<file path="config.mk">
export PLATFORM = sky130hd
export DESIGN_NAME = sbb_div
export DESIGN_NICKNAME = d
export VERILOG_FILES = /design/src/hdl/sbb_pkg.sv /design/src/hdl/sbb_div.sv
export SDC_FILE = /design/constraint.sdc
export NUM_CORES = 1
export LEC_CHECK = 0
export CAP_MARGIN = 20
export CORE_ASPECT_RATIO = 0.9
export CORE_MARGIN = 2
export CORE_UTILIZATION = 53
export DETAILED_ROUTE_END_ITERATION = 7
export DONT_BUFFER_PORTS = 1
export PLACE_DENSITY = 0.69
export SLEW_MARGIN = 20
export SYNTH_ARGS = -nofsm -noshare
export SYNTH_HDL_FRONTEND = slang
export SYNTH_SLANG_ARGS = --single-unit
</file>
<file path="constraint.sdc">
create_clock -name aclk -period 2.09 [get_ports aclk]
set_input_delay 0.3135 -clock aclk [delete_from_list [all_inputs] [get_ports aclk]]
set_output_delay 0.3135 -clock aclk [all_outputs]
set_load 0.01 [all_outputs]
</file>
<file path="src/hdl/sbb_pkg.sv">
// shared types and constants of the separable box blur unit
// no dependencies
`default_nettype none

package sbb_pkg;

    localparam int MAX_WIDTH_DEF  = 2048;
    localparam int MAX_RADIUS_DEF = 15;

    localparam int PIX_W      = 8;
    localparam int SUM_W      = 18;
    localparam int DIV_W      = 14;
    localparam int HEIGHT_W   = 16;
    localparam int RADIUS_W   = 4;
    localparam int FWIDTH_W   = 12;
    localparam int CFG_IDX_W  = 2;
    localparam int CFG_DATA_W = 16;

    localparam logic [CFG_IDX_W-1:0] REG_FRAME_WIDTH   = 2'd0;
    localparam logic [CFG_IDX_W-1:0] REG_FRAME_HEIGHT  = 2'd1;
    localparam logic [CFG_IDX_W-1:0] REG_WINDOW_RADIUS = 2'd2;

    localparam logic [FWIDTH_W-1:0] RST_FRAME_WIDTH   = 12'd640;
    localparam logic [HEIGHT_W-1:0] RST_FRAME_HEIGHT  = 16'd480;
    localparam logic [RADIUS_W-1:0] RST_WINDOW_RADIUS = 4'd1;

    typedef struct packed {
        logic [PIX_W-1:0] pixel_value;
        logic             pixel_valid;
    } pixel_in_t;

    typedef struct packed {
        logic [PIX_W-1:0] blurred_value;
        logic             last_of_frame;
    } pixel_out_t;

    typedef struct packed {
        logic             start;
        logic [SUM_W-1:0] dividend;
        logic [DIV_W-1:0] divisor;
    } div_req_t;

    typedef struct packed {
        logic             done;
        logic [SUM_W-1:0] quotient;
        logic [DIV_W-1:0] remainder;
    } div_rsp_t;

endpackage

`default_nettype wire

</file>
<file path="src/hdl/sbb_div.sv">
// restoring divider, one quotient bit per cycle
// depends on sbb_pkg
`default_nettype none

module sbb_div (
    input  wire logic              aclk,
    input  wire logic              aresetn,
    input  wire sbb_pkg::div_req_t req,
    output      sbb_pkg::div_rsp_t rsp
);

    localparam int CNT_W = $clog2(sbb_pkg::SUM_W + 1);

    logic                        busy_reg;
    logic                        done_reg;
    logic [CNT_W-1:0]            cnt_reg;
    logic [sbb_pkg::SUM_W-1:0]   quo_reg;
    logic [sbb_pkg::DIV_W-1:0]   rem_reg;
    logic [sbb_pkg::DIV_W-1:0]   dvs_reg;
    logic [sbb_pkg::DIV_W:0]     rem_sh;
    logic                        fits;

    assign rem_sh = {rem_reg, quo_reg[sbb_pkg::SUM_W-1]};
    assign fits   = rem_sh >= {1'b0, dvs_reg};

    always_ff @(posedge aclk) begin
        if (!aresetn) begin
            busy_reg <= 1'b0;
            done_reg <= 1'b0;
            cnt_reg  <= '0;
        end else begin
            done_reg <= 1'b0;
            if (req.start) begin
                busy_reg <= 1'b1;
                cnt_reg  <= CNT_W'(sbb_pkg::SUM_W);
                quo_reg  <= req.dividend;
                dvs_reg  <= req.divisor;
                rem_reg  <= '0;
            end else if (busy_reg) begin
                if (fits) begin
                    rem_reg <= sbb_pkg::DIV_W'(rem_sh - {1'b0, dvs_reg});
                end else begin
                    rem_reg <= rem_sh[sbb_pkg::DIV_W-1:0];
                end
                quo_reg <= {quo_reg[sbb_pkg::SUM_W-2:0], fits};
                cnt_reg <= cnt_reg - 1'b1;
                if (cnt_reg == CNT_W'(1)) begin
                    busy_reg <= 1'b0;
                    done_reg <= 1'b1;
                end
            end
        end
    end

    assign rsp.done      = done_reg;
    assign rsp.quotient  = quo_reg;
    assign rsp.remainder = rem_reg;

endmodule

`default_nettype wire

</file>
==> results of run 1 <==
==> metal layers <==
| layer | track usage, % | up-vias |
|---|---|---|
| met5 | 0 | - |
| met4 | 7.53 | 0 |
| met3 | 4.88 | 10 |
| met2 | 38.9 | 72 |
| met1 | 29.4 | 1100 |
| li1 | - | 1080 |
==> kinds of logic (layout without fill, tap and decap cells) <==
| logic type | after synthesis | count (layout) | synth area share [%] |
|---|---|---|---|
| xor+xnor | 11 | 11 | 3.19 |
| mux | 18 | 18 | 6.83 |
| fa+ha+maj | 18 | 18 | 7.70 |
| flops | 53 | 53 | 50.3 |
| buf+inv | 31 | 95 | 4.76 |
| simple gates | 55 | 55 | 10.4 |
| compound gates | 69 | 69 | 16.8 |
==> through the flow <==
step                setup TNS, ns  utilization [%]  hold WS (ns)  cell area (sq um)  power [W]
CTS                        -0.572             67.3        0.0876               3760    0.00281
floorplan                  -0.641                -         0.412               3090    0.00186
global placement           -0.482             62.4         0.412               3490    0.00211
finish                     -0.675             71.7        0.0884               4010    0.00294
global route                -1.78             71.7        0.0779               4010    0.00309
detailed placement         -0.842             62.4         0.412               3490    0.00213
==> worst max path at each step <==
stage                        to  slack (ns)
finish               quo_reg[0]       -0.10
global route        rem_reg[11]       -0.18
CTS                  quo_reg[0]       -0.08
detailed placement  rem_reg[13]       -0.13
global placement    rem_reg[13]       -0.08
floorplan            quo_reg[0]       -0.11
==> repair_timing <==
action                                  in CTS  in global routing
hold endpoints to repair                     0                  0
buffers inserted                             7                  8
endpoints found under the setup margin      15                 15
gates resized for setup                     26                 38
pin swaps                                   16                 33
==> power by group <==
group / leakage, nW / switching [W] / internal, W / total, W
clock network: 0.0462 / 0.000354 / 0.000239 / 0.000593
registers: 0.497 / 0.0000637 / 0.00125 / 0.00132
logic: 1.01 / 0.000503 / 0.000529 / 0.00103
==> Yosys cell counts, types with 2 or more instances <==
cell type,instances,area share [%]
a21boi_0,4,0.99
a21o_1,5,1.2
a21oi_1,21,3.5
a21oi_2,2,0.58
buf_1,2,0.25
buf_2,3,0.50
buf_4,2,0.50
dfxtp_1,7,4.6
edfxtp_1,46,46
ha_1,17,7.0
inv_1,22,2.7
mux2_2,17,6.3
nand2_1,11,1.4
nand2b_1,2,0.41
nand3_1,11,1.8
nand4_1,2,0.41
nor2_1,9,1.1
nor3_1,7,1.2
nor4b_1,2,0.58
o211ai_1,4,0.99
o21a_1,6,1.5
o21ai_0,9,1.5
o2bb2ai_1,2,0.58
o31ai_1,2,0.50
or2_2,2,0.41
xnor2_1,8,2.3
xor2_1,3,0.87
==> cell type report <==
| cell class | count | area, sq um |
|---|---|---|
| clock buffer | 5 | 68.8 |
| clock inverter | 3 | 21.3 |
| fill | 392 | 1580 |
| inverter | 22 | 82.6 |
| multi-input combinational | 171 | 1700 |
| sequential | 53 | 1520 |
| tap | 70 | 87.6 |
| timing repair buffer | 65 | 534 |
==> worst register-to-register path, delay by kind of cell, from the launching register on <==
family | cells | cell delay [ns]
muxes | 1 | 0.26
and+or+nand+nor | 1 | 0.08
buffers and inverters | 1 | 0.23
DFF | 1 | 0.44
AOI/OAI and AO/OA | 2 | 0.69
adders and majority gates | 1 | 0.26
==> reports/metrics.yaml, run 1 <==
status: "finished, violations left"
failed_checks: "setup timing"
min_period_ns: 2.19
fmax_ghz: 0.456
track_usage_pct: 22.7
rows: 26
dieArea_sq_um: 6320
worst_slew_pin_slew_ns: 0.642
holdPathEnd: "dvs_reg[6]"
io_buffer_count: 0
power_leakage_nw: 1.55
cp_data_arrival_time_ns: 2.27
r2r-start: "rem_reg[11]"
area.growth.synth_to_final_pct: 32.7
cp-startpoint: "rem_reg[11]"
worstPathRequired_ns: 2.16
critPathSlowestCell: "a2111oi_4"
hold_buffers: 0
wl_met1_um: 3060
maxSlewViolCount: 0
cp.depth: 6
hold_class: "in2reg"
synth-async-reset-ratio_pct: 0
powerDensity_nw_per_um2: 734
seq_area_frac_synth_pct: 50.3
dp_cells: 366
crit_path_start_kind: "flop"
gp_congestion: 0.869
h-tree-depth: 2
hpwl_um: 4970
wl_per_cell_um: 18.5
slew_headroom_pct: 57.1
rsz0062_at_grt: "yes"
cp_top_family: "compound AO/OA/AOI/OAI gates"
wl_met2_um: 3580
reg2reg_setup_slack_ns: -0.10
clock_skew_ns: 0.00447
first_pass_iters: 4
cp_cell_sequence: "ha_4 > a21o_4 > a2111oi_4 > buf_4 > nand2_4 > mux2_4"
final_common_cell: "buf_4"
pre_cts_ws_ns: -0.127
ys_seq_elements: 53
core_sq_um: 5600
ios: 68
min_path_cells: 0
fin_ws_ns: -0.104
path_class: "reg2reg"
reg2reg_depth: 6
insertion_delay_ns: 0.31
start_util_pct: 54.0
grt-ovfl-total: 0
ir_worst_vdd_mv: 0.393
cts_root_buf: "clkbuf_8"
setup-violations-final: 13
synth_ff_type: "edfxtp_1"
synth_enable_flop_cells: 46
routed_wl_um: 7180
largest_reg_flops: 18
max_cap_viol_count: 0
synth_cell_types: 54
grt_start_max_net_pins: 33
cp_slowest_stage_delay_ns: 0.45
syn_area_sq_um: 3020
drt-initial-drc-count: 138
cts_tree: "yes"
fp.dieH_um: 75.6
crit_fanout: 4
final_cell_mix: "buf_4, edfxtp_1, mux2_2"
via_per_inst: 5.81
cts_buffers: 5
grt_pass1_vias: 2299
reg2reg_to: "quo_reg[0]"
grt_antenna_before_repair: 0
clk_pin_slew_ns: 0.10
synth_cells: 255
syn_nets: 308
min_from: "req[6]"
fin_crit_sh_pct: 105
clock_sinks: 53
antenna_left: 0
fp.dieW_um: 83.6
top_layer_used: "met4"
end_kind: "flop"
diodes: 0
clk_path_buf_depth: 2
fin_nets: 371
grt_pass1_wl_um: 11100
yosysWarnings: 0
routed-via-count: 2262
crit_buf_inv: 1
syn_area_per_cell_sq_um: 11.9
drive_gt1_share_pct: 47.3
hold_viol: 0
fin_cells: 389
drc_errors: 0
dr_wl_met3_um: 454
(Power assumes the default switching activity.)
==> run 2, diff against run 1 <==
--- a/config.mk
+++ b/config.mk
@@ -5,6 +5,7 @@
 export SDC_FILE = /design/constraint.sdc
 export NUM_CORES = 1
 export LEC_CHECK = 0
+export ABC_AREA = 1
 export CAP_MARGIN = 20
 export CORE_ASPECT_RATIO = 0.9
 export CORE_MARGIN = 2
==> run 2 against run 1 <==
The flow now finishes without violations. Fmax grew 8.8%. Utilization shrank 5.4 points. Clock skew grew 0.0061 ns. Area after synthesis grew 6.3%. Critical path type unchanged. Critical endpoint is now rem_reg[2].
==> reports/metrics.yaml, run 2 <==
status: "finished clean"
max_cap_viol_count: 0
ys_top_cells_by_area: "edfxtp_1, nand2_1, inv_1"
grt_start_max_net_pins: 34
fin_nets: 500
fin_crit_sh_pct: 96.4
cts_root_buf: "clkbuf_8"
track_usage_pct: 21.8
fp.dieW_um: 86.1
routed-via-count: 2613
muxShareOfSynthArea_pct: 0
area.growth.synth_to_final_pct: 18.8
ys_seq_elements: 53
cp_top_family: "simple AND/OR/NAND/NOR gates"
hold_viol: 0
critPathSlowestCell: "edfxtp_1"
clock_sinks: 53
clk_path_buf_depth: 2
end_kind: "flop"
ir_worst_vdd_mv: 0.432
crit_path_start_kind: "flop"
synth_top_family_by_area: "simple AND/OR/NAND/NOR gates"
power_w: 0.00291
rows: 26
yosysMostFrequentCell: "nand2_1"
cts_buffers: 5
powerDensity_nw_per_um2: 761
hpwl_um: 5230
synth-async-reset-ratio_pct: 0
start_util_pct: 55.8
path_class: "reg2reg"
dieArea_sq_um: 6700
synth_ff_type: "edfxtp_1"
gp_congestion: 0.926
drt-initial-drc-count: 206
clk_pin_slew_ns: 0.10
maxSlewViolCount: 0
routed_wl_um: 7320
hold_buffers: 0
grt_pass1_vias: 2467
fmax_ghz: 0.496
io_buffer_count: 0
synth_cell_types: 35
dp_cells: 501
yosysWarnings: 0
min_period_ns: 2.02
crit_buf_inv: 3
synth_xor_xnor_area_share_pct: 1.63
final.fill_count: 486
synth-adder-area-share_pct: 7.24
syn_area_per_cell_sq_um: 7.86
synth_cells: 409
grt_antenna_before_repair: 0
worst_slew_pin_slew_ns: 0.654
cp_data_arrival_time_ns: 2.08
via_per_inst: 5.04
power_leakage_nw: 1.88
hold_class: "in2reg"
synth_top_area_cell: "edfxtp_1"
syn_area_sq_um: 3210
wl_per_cell_um: 14.1
insertion_delay_ns: 0.30
cp_cell_sequence: "ha_2 > nand2_1 > nor2_2 > nand2_1 > clkinv_2 > nand3_4 > nand3_4 > buf_12 > o21ai_0 > inv_1 > nor2_1"
largest_reg_flops: 18
drive_gt1_share_pct: 17.6
worstPathRequired_ns: 2.15
setup-violations-final: 0
cp_slowest_stage_delay_ns: 0.40
synth_common_cells: "nand2_1, inv_1, edfxtp_1"
synth_enable_flop_cells: 46
fp.dieH_um: 77.9
yosys.area_share.simple_pct: 31.1
drc_errors: 0
clock_skew_ns: 0.0106
synth_top_area_share_pct: 43.0
diodes: 0
final_common_cell: "nand2_1"
cts_tree: "yes"
syn_nets: 462
slew_headroom_pct: 56.3
crit_fanout: 13
first_pass_iters: 5
ios: 68
synth-compound-area-share_pct: 2.92
grt-ovfl-total: 0
core_sq_um: 5760
grt_pass1_wl_um: 11500
final_cell_mix: "nand2_1, inv_1, edfxtp_1"
fin_cells: 518
antenna_left: 0
seq_area_frac_synth_pct: 47.3
h-tree-depth: 2
rsz0062_at_grt: "yes"
-- run 2: path summary, 6_finish.rpt --
path | start | end | depth (start not counted) | slack (ns)
worst max-delay path | rem_reg[10] | rem_reg[2] | 11 | 0.07
worst min register to register | cnt_reg[4] | cnt_reg[4] | 2 | 0.49
worst min-delay path | req[32] | done_reg | 1 | 0.08
worst max register to register | rem_reg[10] | rem_reg[2] | 11 | 0.07
-- run 2: cell type report --
class | count | area [sq um] | area share (%)
multi-input cells | 280 | 1530 | 40.0
flip-flops and latches | 53 | 1520 | 39.9
repair buffers | 38 | 310 | 8.13
inverters | 69 | 260 | 6.82
well taps | 70 | 87.6 | 2.29
clock buffers | 5 | 68.8 | 1.80
clock inverters | 3 | 41.3 | 1.08
-- run 2: stage by stage --
step / hold WS (ns) / setup WS (ns) / TNS (ns) / util (%) / cell area, sq um
after floorplan: 0.412 / 0.130 / 0 / - / 3220
after global placement: 0.404 / -0.0221 / -0.0227 / 61.0 / 3510
after detailed placement: 0.401 / 0.00864 / 0 / 61.0 / 3510
after CTS: 0.0760 / 0.0172 / 0 / 63.1 / 3630
after global routing: 0.0716 / -0.0182 / -0.0494 / 66.3 / 3820
final: 0.0834 / 0.0743 / 0 / 66.3 / 3820
-- run 2: routing by layer --
metal	global-route usage, %	vias up	wire, um
met5	0	-	0
met4	5.40	0	91
met3	4.89	12	475
met2	32.6	83	3290
met1	32.1	1175	3460
li1	-	1343	-
-- run 2: cell families after synthesis --
family / count (synthesis)
AOI/OAI and AO/OA: 14
DFF: 53
adders and majority gates: 18
xor gates and xnor gates: 6
buffers and inverters: 77
and+or+nand+nor: 241
-- run 2: report_power, final --
| group | internal, W | switching (W) |
|---|---|---|
| logic | 0.000381 | 0.000503 |
| clock network | 0.000353 | 0.000346 |
| registers | 0.00126 | 0.0000663 |
-- run 2: repair_timing --
item                                    in CTS  in global routing
endpoints found under the hold margin        0                  0
buffers inserted                             0                  8
gates cloned                                 0                  1
resized for setup                            2                 16
pin swaps                                    0                  6
endpoints found under the setup margin       4                 14
